==> src/rtl/core/bcse_pkg.sv <==
// Shared types, codes and constants of the battery charge state estimator.
package bcse_pkg;

  // Field widths
  localparam int PCT_W  = 7;
  localparam int MV_W   = 16;
  localparam int WORD_W = 32;
  localparam int GAP_W  = 16;

  // Bit-serial multiplier: 32-bit multiplicand, 16-bit multiplier
  localparam int MUL_A_W   = 32;
  localparam int MUL_B_W   = 16;
  localparam int MUL_P_W   = MUL_A_W + MUL_B_W;
  localparam int MUL_CNT_W = $clog2(MUL_B_W + 1);

  // Bit-serial restoring divider: 40-bit dividend, 32-bit divisor
  localparam int DIV_W     = 40;
  localparam int DSR_W     = 32;
  localparam int DIV_CNT_W = $clog2(DIV_W + 1);

  // floor(x / 10) = (x * 52429) >> 19 for any 16-bit x
  localparam logic [MUL_A_W-1:0] RECIP_TEN   = 32'd52429;
  localparam int                 RECIP_SHIFT = 19;

  localparam logic [DSR_W-1:0]  MS_PER_S = 32'd1000;
  localparam logic [PCT_W-1:0]  PCT_FULL = 7'd100;

  localparam logic [WORD_W-1:0] FULL_CHARGE_RESET = 32'd100000000;
  localparam logic [GAP_W-1:0]  MAX_GAP_RESET     = 16'd2000;

  // Operation codes
  typedef enum logic [1:0] {
    OP_TICK   = 2'd0,
    OP_INIT   = 2'd1,
    OP_DEINIT = 2'd2
  } op_t;

  // Configuration register indexes
  typedef enum logic [0:0] {
    REG_FULL_CHARGE = 1'b0,
    REG_MAX_GAP     = 1'b1
  } cfg_reg_t;

  typedef struct packed {
    logic [1:0]        opcode;
    logic [MV_W-1:0]   battery_mv;
    logic [MV_W-1:0]   system_ma;
    logic              charger_present;
    logic [MV_W-1:0]   elapsed_ms;
    logic [PCT_W-1:0]  ocv_percent;
    logic [WORD_W-1:0] seed_mws;
  } item_t;

  typedef struct packed {
    logic [PCT_W-1:0] battery_level;
    logic [PCT_W-1:0] voltage_percent;
    logic [PCT_W-1:0] charge_percent;
    logic [MV_W-1:0]  open_circuit_mv;
    logic             skipped;
  } result_t;

  typedef struct packed {
    cfg_reg_t          index;
    logic [WORD_W-1:0] value;
  } cfg_t;

  // Status of a serial unit towards the sequencer
  typedef struct packed {
    logic busy;
    logic done;
  } unit_stat_t;

  // Sequencer states
  typedef enum logic [3:0] {
    S_IDLE,
    S_WIN,
    S_OCV_MUL,
    S_C1_MUL,
    S_C1_DIV,
    S_C2_MUL,
    S_C2_DIV,
    S_PCT_CHK,
    S_PCT_MUL,
    S_PCT_DIV,
    S_AVG_CHK,
    S_AVG_DIV,
    S_LEVEL,
    S_SEED_DIV,
    S_SEED_MUL,
    S_DONE
  } state_t;

endpackage

==> src/rtl/core/bcse_if.sv <==
// Handshake channels of the estimator: input items, results and configuration writes.
interface bcse_item_if;
  logic             valid;
  logic             ready;
  bcse_pkg::item_t  data;
  modport source (output valid, output data, input ready);
  modport sink   (input valid, input data, output ready);
endinterface

interface bcse_result_if;
  logic              valid;
  logic              ready;
  bcse_pkg::result_t data;
  modport source (output valid, output data, input ready);
  modport sink   (input valid, input data, output ready);
endinterface

interface bcse_cfg_if;
  logic           valid;
  logic           ready;
  bcse_pkg::cfg_t data;
  modport source (output valid, output data, input ready);
  modport sink   (input valid, input data, output ready);
endinterface

==> src/rtl/core/bcse_mul.sv <==
// Bit-serial shift-add multiplier: one multiplier bit per cycle.
module bcse_mul (
  input  logic                          clk,
  input  logic                          rst,
  input  logic                          start,
  input  logic [bcse_pkg::MUL_A_W-1:0]  a,
  input  logic [bcse_pkg::MUL_B_W-1:0]  b,
  output logic [bcse_pkg::MUL_P_W-1:0]  product,
  output bcse_pkg::unit_stat_t          stat
);

  logic [bcse_pkg::MUL_A_W-1:0]   a_q;
  logic [bcse_pkg::MUL_B_W-1:0]   b_q;
  logic [bcse_pkg::MUL_CNT_W-1:0] steps;
  logic [bcse_pkg::MUL_A_W:0]     part;

  // Add the multiplicand into the upper half when the current bit is set
  assign part = {1'b0, product[bcse_pkg::MUL_P_W-1:bcse_pkg::MUL_B_W]} +
                (b_q[0] ? {1'b0, a_q} : '0);

  // Capture operands, then shift the partial product right one bit a cycle
  always_ff @(posedge clk) begin
    if (rst) begin
      stat  <= '0;
      steps <= '0;
    end else begin
      if (start) begin
        a_q       <= a;
        b_q       <= b;
        product   <= '0;
        steps     <= bcse_pkg::MUL_CNT_W'(bcse_pkg::MUL_B_W);
        stat.busy <= 1'b1;
        stat.done <= 1'b0;
      end else if (stat.busy) begin
        product   <= {part, product[bcse_pkg::MUL_B_W-1:1]};
        b_q       <= b_q >> 1;
        steps     <= steps - 1'b1;
        stat.busy <= (steps != bcse_pkg::MUL_CNT_W'(1));
        stat.done <= (steps == bcse_pkg::MUL_CNT_W'(1));
      end else begin
        stat.done <= 1'b0;
      end
    end
  end

endmodule

==> src/rtl/core/bcse_div.sv <==
// Bit-serial restoring divider: one quotient bit per cycle, MSB first.
module bcse_div (
  input  logic                        clk,
  input  logic                        rst,
  input  logic                        start,
  input  logic [bcse_pkg::DIV_W-1:0]  dividend,
  input  logic [bcse_pkg::DSR_W-1:0]  divisor,
  output logic [bcse_pkg::DIV_W-1:0]  quotient,
  output bcse_pkg::unit_stat_t        stat
);

  logic [bcse_pkg::DSR_W-1:0]     divisor_q;
  logic [bcse_pkg::DSR_W-1:0]     rem;
  logic [bcse_pkg::DIV_CNT_W-1:0] steps;
  logic [bcse_pkg::DSR_W+1:0]     diff;

  // Trial subtract of the divisor from the remainder with the next dividend bit
  assign diff = {1'b0, rem, quotient[bcse_pkg::DIV_W-1]} - {2'b00, divisor_q};

  // Dividend bits leave at the top while quotient bits enter at the bottom
  always_ff @(posedge clk) begin
    if (rst) begin
      stat  <= '0;
      steps <= '0;
    end else begin
      if (start) begin
        quotient  <= dividend;
        divisor_q <= divisor;
        rem       <= '0;
        steps     <= bcse_pkg::DIV_CNT_W'(bcse_pkg::DIV_W);
        stat.busy <= 1'b1;
        stat.done <= 1'b0;
      end else if (stat.busy) begin
        if (!diff[bcse_pkg::DSR_W+1]) begin
          rem <= diff[bcse_pkg::DSR_W-1:0];
        end else begin
          rem <= {rem[bcse_pkg::DSR_W-2:0], quotient[bcse_pkg::DIV_W-1]};
        end
        quotient  <= {quotient[bcse_pkg::DIV_W-2:0], !diff[bcse_pkg::DSR_W+1]};
        steps     <= steps - 1'b1;
        stat.busy <= (steps != bcse_pkg::DIV_CNT_W'(1));
        stat.done <= (steps == bcse_pkg::DIV_CNT_W'(1));
      end else begin
        stat.done <= 1'b0;
      end
    end
  end

endmodule

==> src/rtl/core/bcse_window.sv <==
// Percentage window: a shift line that rotates once per tick to sum its nonzero entries.
module bcse_window #(
  parameter  int WINDOW_LEN = 20,
  localparam int SUM_W      = $clog2(WINDOW_LEN * 127 + 1),
  localparam int CNT_W      = $clog2(WINDOW_LEN + 1)
) (
  input  logic                        clk,
  input  logic                        rst,
  input  logic                        start,
  input  logic [bcse_pkg::PCT_W-1:0]  pct,
  output logic [SUM_W-1:0]            sum,
  output logic [CNT_W-1:0]            cnt,
  output bcse_pkg::unit_stat_t        stat
);

  logic [bcse_pkg::PCT_W-1:0] entry [WINDOW_LEN];
  logic [CNT_W-1:0]           steps;

  // Drop the oldest word and append the new one, then rotate the full length
  always_ff @(posedge clk) begin
    if (rst) begin
      for (int i = 0; i < WINDOW_LEN; i++) begin
        entry[i] <= '0;
      end
      sum   <= '0;
      cnt   <= '0;
      steps <= '0;
      stat  <= '0;
    end else begin
      if (start) begin
        for (int i = 0; i < WINDOW_LEN - 1; i++) begin
          entry[i] <= entry[i+1];
        end
        entry[WINDOW_LEN-1] <= pct;
        sum       <= '0;
        cnt       <= '0;
        steps     <= CNT_W'(WINDOW_LEN);
        stat.busy <= 1'b1;
        stat.done <= 1'b0;
      end else if (stat.busy) begin
        for (int i = 0; i < WINDOW_LEN - 1; i++) begin
          entry[i] <= entry[i+1];
        end
        entry[WINDOW_LEN-1] <= entry[0];
        if (entry[0] != '0) begin
          sum <= sum + SUM_W'(entry[0]);
          cnt <= cnt + 1'b1;
        end
        steps     <= steps - 1'b1;
        stat.busy <= (steps != CNT_W'(1));
        stat.done <= (steps == CNT_W'(1));
      end else begin
        stat.done <= 1'b0;
      end
    end
  end

endmodule

==> src/rtl/core/battery_charge_state_estimator_unit.sv <==
// Battery charge state estimator: coulomb counting with a voltage-average fallback.
//
// One item is worked on at a time. A tick runs the percentage window and then a sequence
// on one bit-serial multiplier (16 steps a product) and one bit-serial divider (40 steps
// a quotient); a discharging tick also works out the open-circuit voltage and, with
// counting enabled, the energy drawn. Skipped ticks, deinit and init with a usable seed
// go straight to the done state; init from the voltage average runs one division and
// one multiplication. The finished result waits in an output register, and the next
// word is taken as soon as the sequencer is back in idle. Configuration writes are
// always accepted and take effect on the next cycle.
module battery_charge_state_estimator_unit #(
  parameter int WINDOW_LEN = 20
) (
  input  logic          clk,
  input  logic          rst,
  bcse_item_if.sink     item,
  bcse_result_if.source result,
  bcse_cfg_if.sink      cfg
);

  localparam int SUM_W = $clog2(WINDOW_LEN * 127 + 1);
  localparam int CNT_W = $clog2(WINDOW_LEN + 1);

  bcse_pkg::state_t state, state_next;
  logic             entry;

  // Estimator state and configuration
  logic [bcse_pkg::WORD_W-1:0] energy;
  logic                        counting;
  logic [bcse_pkg::PCT_W-1:0]  volt_pct;
  logic [bcse_pkg::PCT_W-1:0]  charge_pct;
  logic [bcse_pkg::PCT_W-1:0]  level;
  logic [bcse_pkg::WORD_W-1:0] full_charge;
  logic [bcse_pkg::GAP_W-1:0]  max_gap;

  // Per-item working registers
  bcse_pkg::item_t             item_q;
  logic [bcse_pkg::DIV_W-1:0]  work;
  logic [bcse_pkg::MV_W-1:0]   res_ocv;
  logic                        res_skip;
  logic                        out_valid;
  bcse_pkg::result_t           out_data;

  // Serial units
  logic                         mul_start, div_start, win_start;
  logic [bcse_pkg::MUL_A_W-1:0] mul_a;
  logic [bcse_pkg::MUL_B_W-1:0] mul_b;
  logic [bcse_pkg::MUL_P_W-1:0] mul_prod;
  bcse_pkg::unit_stat_t         mul_stat;
  logic [bcse_pkg::DIV_W-1:0]   div_dvd;
  logic [bcse_pkg::DSR_W-1:0]   div_dsr;
  logic [bcse_pkg::DIV_W-1:0]   div_quot;
  bcse_pkg::unit_stat_t         div_stat;
  logic [SUM_W-1:0]             win_sum;
  logic [CNT_W-1:0]             win_cnt;
  bcse_pkg::unit_stat_t         win_stat;

  logic item_acc;
  logic tick_skip;
  logic seed_fallback;

  assign item.ready    = (state == bcse_pkg::S_IDLE);
  assign item_acc      = item.valid && item.ready;
  assign tick_skip     = counting && (item.data.elapsed_ms > max_gap);
  assign seed_fallback = (item.data.seed_mws == '0) || (item.data.seed_mws > full_charge);

  assign cfg.ready    = 1'b1;
  assign result.valid = out_valid;
  assign result.data  = out_data;

  // Launch a unit on the first cycle of the state that uses it
  assign win_start = entry && (state == bcse_pkg::S_WIN);
  assign mul_start = entry && (state inside {bcse_pkg::S_OCV_MUL, bcse_pkg::S_C1_MUL,
                                             bcse_pkg::S_C2_MUL, bcse_pkg::S_PCT_MUL,
                                             bcse_pkg::S_SEED_MUL});
  assign div_start = entry && (state inside {bcse_pkg::S_C1_DIV, bcse_pkg::S_C2_DIV,
                                             bcse_pkg::S_PCT_DIV, bcse_pkg::S_AVG_DIV,
                                             bcse_pkg::S_SEED_DIV});

  bcse_window #(.WINDOW_LEN(WINDOW_LEN)) u_window (
    .clk   (clk),
    .rst   (rst),
    .start (win_start),
    .pct   (item_q.ocv_percent),
    .sum   (win_sum),
    .cnt   (win_cnt),
    .stat  (win_stat)
  );

  bcse_mul u_mul (
    .clk     (clk),
    .rst     (rst),
    .start   (mul_start),
    .a       (mul_a),
    .b       (mul_b),
    .product (mul_prod),
    .stat    (mul_stat)
  );

  bcse_div u_div (
    .clk      (clk),
    .rst      (rst),
    .start    (div_start),
    .dividend (div_dvd),
    .divisor  (div_dsr),
    .quotient (div_quot),
    .stat     (div_stat)
  );

  // Hold the sequencer state and mark the first cycle of each state
  always_ff @(posedge clk) begin
    if (rst) begin
      state <= bcse_pkg::S_IDLE;
      entry <= 1'b0;
    end else begin
      state <= state_next;
      entry <= (state_next != state);
    end
  end

  // Next state and unit operands
  always_comb begin
    state_next = state;
    mul_a      = '0;
    mul_b      = '0;
    div_dvd    = '0;
    div_dsr    = '0;
    case (state)
      bcse_pkg::S_IDLE: begin
        if (item_acc) begin
          case (item.data.opcode)
            bcse_pkg::OP_TICK: state_next = tick_skip ? bcse_pkg::S_DONE : bcse_pkg::S_WIN;
            bcse_pkg::OP_INIT: state_next = seed_fallback ? bcse_pkg::S_SEED_DIV
                                                          : bcse_pkg::S_DONE;
            default:           state_next = bcse_pkg::S_DONE;
          endcase
        end
      end
      bcse_pkg::S_WIN: begin
        if (win_stat.done) begin
          state_next = item_q.charger_present ? bcse_pkg::S_PCT_CHK : bcse_pkg::S_OCV_MUL;
        end
      end
      bcse_pkg::S_OCV_MUL: begin
        mul_a = bcse_pkg::RECIP_TEN;
        mul_b = item_q.system_ma;
        if (mul_stat.done) begin
          state_next = counting ? bcse_pkg::S_C1_MUL : bcse_pkg::S_PCT_CHK;
        end
      end
      bcse_pkg::S_C1_MUL: begin
        mul_a = bcse_pkg::MUL_A_W'(res_ocv);
        mul_b = item_q.system_ma;
        if (mul_stat.done) state_next = bcse_pkg::S_C1_DIV;
      end
      bcse_pkg::S_C1_DIV: begin
        div_dvd = work;
        div_dsr = bcse_pkg::MS_PER_S;
        if (div_stat.done) state_next = bcse_pkg::S_C2_MUL;
      end
      bcse_pkg::S_C2_MUL: begin
        mul_a = work[bcse_pkg::MUL_A_W-1:0];
        mul_b = item_q.elapsed_ms;
        if (mul_stat.done) state_next = bcse_pkg::S_C2_DIV;
      end
      bcse_pkg::S_C2_DIV: begin
        div_dvd = work;
        div_dsr = bcse_pkg::MS_PER_S;
        if (div_stat.done) state_next = bcse_pkg::S_PCT_CHK;
      end
      bcse_pkg::S_PCT_CHK: begin
        if (counting && (full_charge != '0) && (energy <= full_charge)) begin
          state_next = bcse_pkg::S_PCT_MUL;
        end else begin
          state_next = bcse_pkg::S_AVG_CHK;
        end
      end
      bcse_pkg::S_PCT_MUL: begin
        mul_a = energy;
        mul_b = bcse_pkg::MUL_B_W'(bcse_pkg::PCT_FULL);
        if (mul_stat.done) state_next = bcse_pkg::S_PCT_DIV;
      end
      bcse_pkg::S_PCT_DIV: begin
        div_dvd = work;
        div_dsr = full_charge;
        if (div_stat.done) state_next = bcse_pkg::S_AVG_CHK;
      end
      bcse_pkg::S_AVG_CHK: begin
        state_next = (win_cnt != '0) ? bcse_pkg::S_AVG_DIV : bcse_pkg::S_LEVEL;
      end
      bcse_pkg::S_AVG_DIV: begin
        div_dvd = bcse_pkg::DIV_W'(win_sum);
        div_dsr = bcse_pkg::DSR_W'(win_cnt);
        if (div_stat.done) state_next = bcse_pkg::S_LEVEL;
      end
      bcse_pkg::S_LEVEL: begin
        state_next = bcse_pkg::S_DONE;
      end
      bcse_pkg::S_SEED_DIV: begin
        div_dvd = bcse_pkg::DIV_W'(full_charge);
        div_dsr = bcse_pkg::DSR_W'(bcse_pkg::PCT_FULL);
        if (div_stat.done) state_next = bcse_pkg::S_SEED_MUL;
      end
      bcse_pkg::S_SEED_MUL: begin
        mul_a = work[bcse_pkg::MUL_A_W-1:0];
        mul_b = bcse_pkg::MUL_B_W'(volt_pct);
        if (mul_stat.done) state_next = bcse_pkg::S_DONE;
      end
      bcse_pkg::S_DONE: begin
        if (!out_valid || result.ready) state_next = bcse_pkg::S_IDLE;
      end
      default: begin
        state_next = bcse_pkg::S_IDLE;
      end
    endcase
  end

  // Configuration writes
  always_ff @(posedge clk) begin
    if (rst) begin
      full_charge <= bcse_pkg::FULL_CHARGE_RESET;
      max_gap     <= bcse_pkg::MAX_GAP_RESET;
    end else if (cfg.valid && cfg.ready) begin
      case (cfg.data.index)
        bcse_pkg::REG_FULL_CHARGE: full_charge <= cfg.data.value;
        bcse_pkg::REG_MAX_GAP:     max_gap     <= cfg.data.value[bcse_pkg::GAP_W-1:0];
        default: ;
      endcase
    end
  end

  // Item working registers
  always_ff @(posedge clk) begin
    if (item_acc) begin
      item_q   <= item.data;
      res_ocv  <= (item.data.opcode == bcse_pkg::OP_TICK && !tick_skip) ?
                  item.data.battery_mv : '0;
      res_skip <= (item.data.opcode == bcse_pkg::OP_TICK) && tick_skip;
    end
    if (state == bcse_pkg::S_OCV_MUL && mul_stat.done) begin
      res_ocv <= item_q.battery_mv + mul_prod[bcse_pkg::RECIP_SHIFT +: bcse_pkg::MV_W];
    end
    if (mul_stat.done) work <= mul_prod[bcse_pkg::DIV_W-1:0];
    if (div_stat.done) work <= div_quot;
  end

  // Estimator state updates
  always_ff @(posedge clk) begin
    if (rst) begin
      energy     <= '0;
      counting   <= 1'b0;
      volt_pct   <= '0;
      charge_pct <= '0;
      level      <= '0;
    end else begin
      case (state)
        bcse_pkg::S_IDLE: begin
          if (item_acc) begin
            case (item.data.opcode)
              bcse_pkg::OP_INIT: begin
                counting <= 1'b1;
                if (!seed_fallback) energy <= item.data.seed_mws;
              end
              bcse_pkg::OP_DEINIT: counting <= 1'b0;
              default: ;
            endcase
          end
        end
        bcse_pkg::S_C2_DIV: begin
          if (div_stat.done) begin
            if (bcse_pkg::DIV_W'(energy) > div_quot) begin
              energy <= energy - div_quot[bcse_pkg::WORD_W-1:0];
            end else begin
              energy <= '0;
            end
          end
        end
        bcse_pkg::S_PCT_DIV: begin
          if (div_stat.done) charge_pct <= div_quot[bcse_pkg::PCT_W-1:0];
        end
        bcse_pkg::S_AVG_CHK: begin
          if (win_cnt == '0) volt_pct <= '0;
        end
        bcse_pkg::S_AVG_DIV: begin
          if (div_stat.done) volt_pct <= div_quot[bcse_pkg::PCT_W-1:0];
        end
        bcse_pkg::S_LEVEL: begin
          if (counting) begin
            if (charge_pct inside {[7'd1:bcse_pkg::PCT_FULL]}) level <= charge_pct;
          end else begin
            if (volt_pct inside {[7'd1:bcse_pkg::PCT_FULL]}) level <= volt_pct;
          end
        end
        bcse_pkg::S_SEED_MUL: begin
          if (mul_stat.done) begin
            if (|mul_prod[bcse_pkg::MUL_P_W-1:bcse_pkg::WORD_W]) begin
              energy <= '1;
            end else begin
              energy <= mul_prod[bcse_pkg::WORD_W-1:0];
            end
          end
        end
        default: ;
      endcase
    end
  end

  // Output register: drop the word once taken, load a new one when done
  always_ff @(posedge clk) begin
    if (rst) begin
      out_valid <= 1'b0;
    end else begin
      if (state == bcse_pkg::S_DONE && (!out_valid || result.ready)) begin
        out_valid <= 1'b1;
      end else if (out_valid && result.ready) begin
        out_valid <= 1'b0;
      end
    end
  end

  always_ff @(posedge clk) begin
    if (state == bcse_pkg::S_DONE && (!out_valid || result.ready)) begin
      out_data.battery_level   <= level;
      out_data.voltage_percent <= volt_pct;
      out_data.charge_percent  <= charge_pct;
      out_data.open_circuit_mv <= res_ocv;
      out_data.skipped         <= res_skip;
    end
  end

`ifndef SYNTHESIS
  // The shared multiplier and divider never run at the same time
  a_units_exclusive: assert property (@(posedge clk) disable iff (rst)
    !(mul_stat.busy && div_stat.busy))
    else $error("multiplier and divider busy together");

  // A tick only ever drains the energy count
  a_tick_drains: assert property (@(posedge clk) disable iff (rst)
    (state != bcse_pkg::S_IDLE && item_q.opcode == bcse_pkg::OP_TICK)
    |=> (energy <= $past(energy)))
    else $error("energy count rose during a tick");

  // A fresh charge percentage is never above full
  a_charge_bounded: assert property (@(posedge clk) disable iff (rst)
    (charge_pct != $past(charge_pct)) |-> (charge_pct <= bcse_pkg::PCT_FULL))
    else $error("charge percentage above full");

  // A result word appears only from the done state
  a_result_from_done: assert property (@(posedge clk) disable iff (rst)
    $rose(out_valid) |-> ($past(state) == bcse_pkg::S_DONE))
    else $error("result raised outside the done state");
`endif

endmodule
==> src/flat_wrapper.sv <==
// flat-port wrapper written by rule: the top's interface ports become plain ports
module battery_charge_state_estimator_unit_flat 
#(
  parameter int WINDOW_LEN = 20
)
  (clk, rst, item_valid, item_data, item_ready, result_valid, result_data, result_ready, cfg_valid, cfg_data, cfg_ready);
  bcse_item_if item_i ();
  bcse_result_if result_i ();
  bcse_cfg_if cfg_i ();
  input  logic clk;
  input  logic rst;
  input wire logic [$bits(item_i.valid)-1:0] item_valid;
  input wire logic [$bits(item_i.data)-1:0] item_data;
  output wire logic [$bits(item_i.ready)-1:0] item_ready;
  output wire logic [$bits(result_i.valid)-1:0] result_valid;
  output wire logic [$bits(result_i.data)-1:0] result_data;
  input wire logic [$bits(result_i.ready)-1:0] result_ready;
  input wire logic [$bits(cfg_i.valid)-1:0] cfg_valid;
  input wire logic [$bits(cfg_i.data)-1:0] cfg_data;
  output wire logic [$bits(cfg_i.ready)-1:0] cfg_ready;
  assign item_i.valid = item_valid;
  assign item_i.data = item_data;
  assign item_ready = item_i.ready;
  assign result_valid = result_i.valid;
  assign result_data = result_i.data;
  assign result_i.ready = result_ready;
  assign cfg_i.valid = cfg_valid;
  assign cfg_i.data = cfg_data;
  assign cfg_ready = cfg_i.ready;
  battery_charge_state_estimator_unit #(.WINDOW_LEN(WINDOW_LEN)) u_core (.clk(clk), .rst(rst), .item(item_i), .result(result_i), .cfg(cfg_i));
endmodule
==> config.mk <==
export PLATFORM = sky130hd
export DESIGN_NAME = battery_charge_state_estimator_unit_flat
export DESIGN_NICKNAME = d
export VERILOG_FILES = /design/src/rtl/core/bcse_pkg.sv /design/src/rtl/core/bcse_if.sv /design/src/rtl/core/bcse_mul.sv /design/src/rtl/core/bcse_div.sv /design/src/rtl/core/bcse_window.sv /design/src/rtl/core/battery_charge_state_estimator_unit.sv /design/src/flat_wrapper.sv
export SDC_FILE = /design/constraint.sdc
export NUM_CORES = 1
export LEC_CHECK = 0
export BUFFER_PORTS_ARGS = -buffer_cell sky130_fd_sc_hd__buf_2
export CORE_ASPECT_RATIO = 0.6
export CORE_MARGIN = 1
export CORE_UTILIZATION = 55
export CTS_BUF_LIST = sky130_fd_sc_hd__clkbuf_4
export DETAILED_ROUTE_END_ITERATION = 7
export PLACE_DENSITY = 0.75
export SYNTH_ARGS = -nofsm -noshare
export SYNTH_HDL_FRONTEND = slang
export SYNTH_HIERARCHICAL = 1
export SYNTH_SLANG_ARGS = --single-unit
export TNS_END_PERCENT = 30
==> constraint.sdc <==
create_clock -name clk -period 5.7 [get_ports clk]
set_clock_uncertainty 0.2 [all_clocks]
set_input_delay 0.855 -clock clk [delete_from_list [all_inputs] [get_ports clk]]
set_output_delay 0.855 -clock clk [all_outputs]
set_load 0.02 [all_outputs]
After elaboration in Yosys (flattened, before gate mapping)
Memories as Yosys holds them, arrays and structs flattened.
Cells that the tools add are included.
{"block": "totals", "output_inout_bits": 41, "memories": 1, "wordCells": 318, "ram_bits": 140, "regBits": 498, "input_bits": 128}
{"name": "u_core.u_window.entry", "words": 20, "width": 7, "rd": 20, "rd_clocked_by_memory_dff": 0, "write_ports": 20, "line": "bcse_window.sv:16", "text": "logic [bcse_pkg::PCT_W-1:0] entry [WINDOW_LEN];"}
{"block": "classes", "mux": 119, "bitwise_logic": 45, "n_reduce_logical": 61, "n_addsub": 9, "n_eq_ne": 32, "order_cmp": 8}
{"op": "2-to-1 mux 32 bit", "count": 10}
{"op": "2-to-1 mux 7 bit", "count": 45}
{"op": "one-hot mux 32 bit (4 select lines)", "count": 2}
{"op": "2-to-1 mux 40 bit", "count": 4}
{"op": "one-hot mux 40 bit (3 select lines)", "count": 1}
{"op": "one-hot mux 32 bit (3 select lines)", "count": 1}
{"op": "2-to-1 mux 16 bit", "count": 5}
{"op": "one-hot mux 16 bit (4 select lines)", "count": 1}
{"op": "one-hot mux 4 bit (16 select lines)", "count": 1}
{"op": "2-to-1 mux 4 bit", "count": 14}
{"op": "2-to-1 mux 48 bit", "count": 1}
{"op": "greater-than comparator 32 x 40 -> 1 bit", "count": 1}
{"op": "bitwise OR 1 bit", "count": 40}
{"op": "subtractor 33 x 32 -> 34 bit", "count": 1}
{"op": "adder 32 x 33 -> 33 bit", "count": 1}
{"op": "== test 4 bit, second input constant", "count": 8}
{"op": "greater-than comparator 32 bit", "count": 1}
{"op": "less-or-equal comparator 32 bit", "count": 1}
{"op": "logical NOT 32 bit", "count": 1}
{"op": "nonzero test 32 bit", "count": 1}
{"op": "subtractor 32 bit", "count": 1}
{"op": "2-to-1 mux 5 bit", "count": 4}
{"op": "nonzero test 2 bit", "count": 9}
{"op": "2-to-1 mux 1 bit", "count": 17}
{"op": "other kinds (42)", "count": 103}

Logic depth before layout (Yosys ltp)
{"block": "logic_depth", "word_depth": 7, "depth_mapped": 14}

Modules after synthesis
The synthesis kept the hierarchy.
{"mod": "battery_charge_state_estimator_unit", "n_inst": 1, "cells_each": 1684, "area_each_um2": 16042.9, "seq_area_each_um2": 6696.4}
{"mod": "bcse_window", "n_inst": 1, "cells_each": 459, "area_each_um2": 6576.3, "seq_area_each_um2": 4684.5}
{"mod": "bcse_div", "n_inst": 1, "cells_each": 543, "area_each_um2": 6232.2, "seq_area_each_um2": 3283.1}
{"mod": "bcse_mul", "n_inst": 1, "cells_each": 537, "area_each_um2": 5935.7, "seq_area_each_um2": 3022.9}

Worst setup path after synthesis
No wires, ideal clock.
{"block": "synth_timing", "kind": "register to register", "start": "register u_core.state[2]", "end": "register u_core/u_mul/b_q[0] (netlist name) (enable)", "path_slack_ps": -155, "period_less_slack_ps": 5855, "n_path_buf": 4, "arrival_ps": 5168, "setup_time_ps": 486, "path_stages_with_launch": 11, "path_cell_list": "dfxtp_1 > clkbuf_1 > inv_1 > nand2_1 > nor3_1 > clkbuf_1 > o31a_1 > clkbuf_1 > clkbuf_1 > nor2_1 > nor2_1"}
{"block": "synth_between", "elab_chain_cells": 5, "word_cells_on_any_way": 9, "cone_classes": "eq/ne (5); reduce/logical (4)"}
{"item": "start: declaration", "line": "battery_charge_state_estimator_unit.sv:24", "text": "bcse_pkg::state_t state, state_next;"}
{"item": "start signal: assignment", "line": "battery_charge_state_estimator_unit.sv:113", "text": "state <= bcse_pkg::S_IDLE;"}
{"item": "start signal: assignment", "line": "battery_charge_state_estimator_unit.sv:116", "text": "state <= state_next;"}
{"item": "== test 4 x 2 -> 1 bit, or another cell as far along", "line": "battery_charge_state_estimator_unit.sv:73", "text": "assign mul_start = entry && (state inside {bcse_pkg::S_OCV_MUL, bcse_pkg::S_C1_MUL,"}
{"item": "nonzero test 5 bit (*)", "line": "battery_charge_state_estimator_unit.sv:73"}
{"item": "logical AND 1 bit (*)", "line": "battery_charge_state_estimator_unit.sv:73"}
{"item": "via u_core.mul_start", "line": "battery_charge_state_estimator_unit.sv:45", "text": "logic mul_start, div_start, win_start;"}
{"item": "nonzero test 2 bit (no line) (*)"}
{"item": "AND reduction 2 bit (no line) (*)"}
{"item": "end signal: assignment", "line": "bcse_mul.sv:36", "text": "b_q <= b_q >> 1;"}
{"item": "end: declaration", "line": "bcse_mul.sv:13", "text": "logic [bcse_pkg::MUL_B_W-1:0] b_q;"}
Mark *: on every way through the listed nets, which the timed path passes. The rest lies on a longest branch.
A chain may end at the register's enable or synchronous reset.

Worst setup path after layout
{"block": "layout_timing", "start": "register u_core.state[0]", "end": "register u_core/energy[30] (netlist name)"}
{"block": "layout_between", "elab_chain_cells": 4, "word_cells_on_any_way": 12, "cone_classes": "eq/ne (7); mux (1); reduce/logical (4)"}
{"item": "logical NOT 4 bit", "line": "battery_charge_state_estimator_unit.sv:62, battery_charge_state_estimator_unit.sv:256"}
{"item": "logical AND 1 bit", "line": "battery_charge_state_estimator_unit.sv:63", "text": "assign item_acc = item.valid && item.ready;"}
{"item": "inequality test 2 bit (no line)"}
{"item": "AND reduction 6 bit (no line)"}
{"item": "end signal: assignment", "line": "battery_charge_state_estimator_unit.sv:262", "text": "if (!seed_fallback) energy <= item.data.seed_mws;"}
{"item": "end signal: assignment", "line": "battery_charge_state_estimator_unit.sv:272", "text": "energy <= energy - div_quot[bcse_pkg::WORD_W-1:0];"}
{"item": "end signal: assignment", "line": "battery_charge_state_estimator_unit.sv:299", "text": "energy <= mul_prod[bcse_pkg::WORD_W-1:0];"}
{"item": "end: declaration", "line": "battery_charge_state_estimator_unit.sv:28", "text": "logic [bcse_pkg::WORD_W-1:0] energy;"}
Several ways; a longest one is shown, not always the timed one.

==> results.cfg <==
[status]
status = finished clean

[synthesis]
synth-adder-area-share_pct = 7.77
syn_area_um2 = 34800
synth_largest_area_cell = edfxtp_1
synth_compound_area_share_pct = 15.5
synth.mux.area_fraction_pct = 4.54
yosysSeqAreaShare_pct = 50.8
yosysTopAreaCellShare_pct = 42.4
synth_top_family_by_area = compound AO/OA/AOI/OAI gates
synth_xor_area_share_pct = 2.19
yosys_warnings = 6
synth_nets = 3564
synthTopCellsByArea = edfxtp_1 (42%), dfxtp_1 (8.5%), ha_1 (7.5%)
ys_async_sr_fraction_pct = 0
yosysMostFrequentCell = edfxtp_1
ys.flop_type = edfxtp_1
yosys.area_share.simple_pct = 15.2
syn_avg_cell_area_um2 = 10.8
synth_edf_count = 491
ys_types = 104
synthTopCellsByCount = edfxtp_1 (491), nor2_1 (262), nand2_1 (238)
synth-seq-cells = 638
netlist_instances = 3223

[clock_network]
cts_resized = 0
insertion_delay_ns = 0.93
cts-root-buf = clkbuf_4
path_clk_slew_ns = 0.07
h-tree-depth = 4
cts_sinks = 638
cts_made_buffers = 153
cts_buffer_depth = 3
cts_tree = yes

[grt]
grt_util_all_layers_pct = 34.5
grt_pass1_vias = 26600
grt_max_degree = 127
overflow = 0
grt_pass1_wl_um = 166000
antenna_found_initial = 11

[placed_design]
place_inst = 4102
numPortBuffers = 167
post-place-ws_ns = 1.58
dp_hpwl_um = 81000
place_congestion = 0.978

[drt]
vias = 28200
drc = 0
wl_um = 112000
drt_iter0_drc = 3699
via_per_inst = 6.32
post_drt_wl_per_cell_um = 25.1
drtPass1Iterations = 6
ant_nets = 0

[floorplanning]
die_w_um = 327
io_pins = 169
start_util_pct = 56.4
die_h_um = 197
dieArea_um2 = 64300
rows = 70
fp.coreArea_um2 = 61700

[worst_setup_path]
startpoint_type = flip-flop
arrival_ns = 4.99
crit_fanout = 30
worstSetupPathType = flip-flop to flip-flop
end_kind = flip-flop
worstPathRequired_ns = 6.30

[layout]
drive_gt1_share_pct = 17.0
final_cells = 4466
nets = 3858
final_util_pct = 63.6
areaGrowthSynthToFinish_pct = 12.7

[timing]
hold_viol = 0
max_freq_ghz = 0.228
rsz0062_at_grt = false
hold_ws_ns = 0.120
fin_crit_sh_pct = 77.0
maxSlewViolCount = 0
finalCriticalPeriod_ns = 4.39
slew_headroom_pct = 17.4
tns_ns = 0
worst_slew_pin_slew_ns = 1.23
setup_viol = 0
setup_slack_ns = 1.31

[pwr]
power_density_nw_per_um2 = 444
peakVddDrop_mv = 0.257
p_leak_nw = 15.7

[job]
max-cap-violations = 0

[worst_hold_path]
min_path_type = input port to flip-flop
## power by group
part           leakage (nW)  internal [W]  switching (W)
registers              5.89       0.00621       0.000792
clock network          1.16       0.00190        0.00195
logic                  8.63       0.00247        0.00408
total                  15.7        0.0106        0.00682
## placed cells by master, fill, tap and decap left out, types with 17 or more instances in the layout
master and instances:
xnor2_1 55, a221oi_1 32, nor2b_1 48, o21bai_1 17, and3_1 27, a211oi_1 52
nor4_1 30, a222oi_1 19, a21o_1 58, nand2_1 237, clkinv_1 28, a211o_1 26
mux2_2 96, dfxtp_1 146, o21ai_0 83, dlygate4sd3_1 88, edfxtp_1 491, nand4_1 47
nand3_1 41, nor3_1 86, buf_2 166, nor2_1 256, mux2i_1 45, o21a_1 35
ha_1 208, inv_1 181, clkbuf_4 223, buf_4 33, a22o_1 51, xor2_1 32
a21oi_1 195, and2_1 179
## worst paths after layout
kind	startpoint	endpoint	slack, ns	depth (start not counted)
worst min-delay path	cfg_data[19]	u_core/full_charge[19]	0.12	3
worst max register to register	u_core/state[0]	u_core/energy[30]	1.31	8
worst min register to register	u_core/res_skip	u_core/result.data[0]	0.23	0
worst max-delay path	u_core/state[0]	u_core/energy[30]	1.31	8
## state kept, by name, summed over array words and instances, names as in the netlist, 6 cells and up
register,flops
u_core/u_mul/a_q,32
u_core/u_mul/product,48
u_core/u_div/divisor_q,32
u_core/u_div/quotient,40
u_core/u_window/entry,140
u_core/u_window/sum,12
u_core/u_div/steps,6
u_core/level,7
u_core/energy,32
u_core/full_charge,32
u_core/item_q,56
u_core/charge_pct,7
u_core/max_gap,16
u_core/res_ocv,16
u_core/u_mul/b_q,16
u_core/u_div/rem,32
u_core/volt_pct,7
u_core/work,40
u_core/result.data,38
## metrics by stage
stage | power [W] | area, um2
after floorplan | 0.0113 | 34800
after global placement | 0.0131 | 36400
after detailed placement | 0.0133 | 36400
after CTS | 0.0172 | 39200
after global routing | 0.0183 | 39200
final | 0.0174 | 39200
## layout make-up
type | instances | area [um2]
Clock buffer | 223 | 1670
Inverter | 183 | 687
Antenna cell | 6 | 15.0
Timing Repair Buffer | 290 | 2020
Sequential cell | 638 | 17700
Fill cell | 4852 | 22500
Clock inverter | 47 | 274
Tap cell | 828 | 1040
Multi-Input combinational cell | 2251 | 15800
## worst max-delay path, stage by stage, from the launching register on
cell      delay [ns]
dfxtp_1         0.53
buf_4           0.31
nor4_4          0.62
nand2_1         0.23
a221oi_1        0.81
o2111a_1        0.29
a22o_2          0.60
nand3b_1        0.34
o41ai_1         0.31
## repair_timing
item                                   4_1_cts  5_1_grt
hold buffers                                88        0
endpoints found under the hold margin      110        0
buffers inserted                             0        0
## logic make-up after synthesis
kind of cell	Yosys count
and+or+nand+nor	1053
AOI/OAI and AO/OA	752
DFF	638
buffers and inverters	334
adders and majority gates	213
muxes	145
xor gates and xnor gates	87
other	1
## per-layer routing
| layer | up-vias | wire [um] | global-route usage (%) |
|---|---|---|---|
| li1 | 12600 | - | - |
| met1 | 13600 | 50900 | 54.2 |
| met2 | 1783 | 43000 | 44.8 |
| met3 | 192 | 15800 | 10.8 |
| met4 | 4 | 2280 | 9.24 |
| met5 | - | 21 | 0 |
Note: power is estimated with default switching activity, not from simulation.
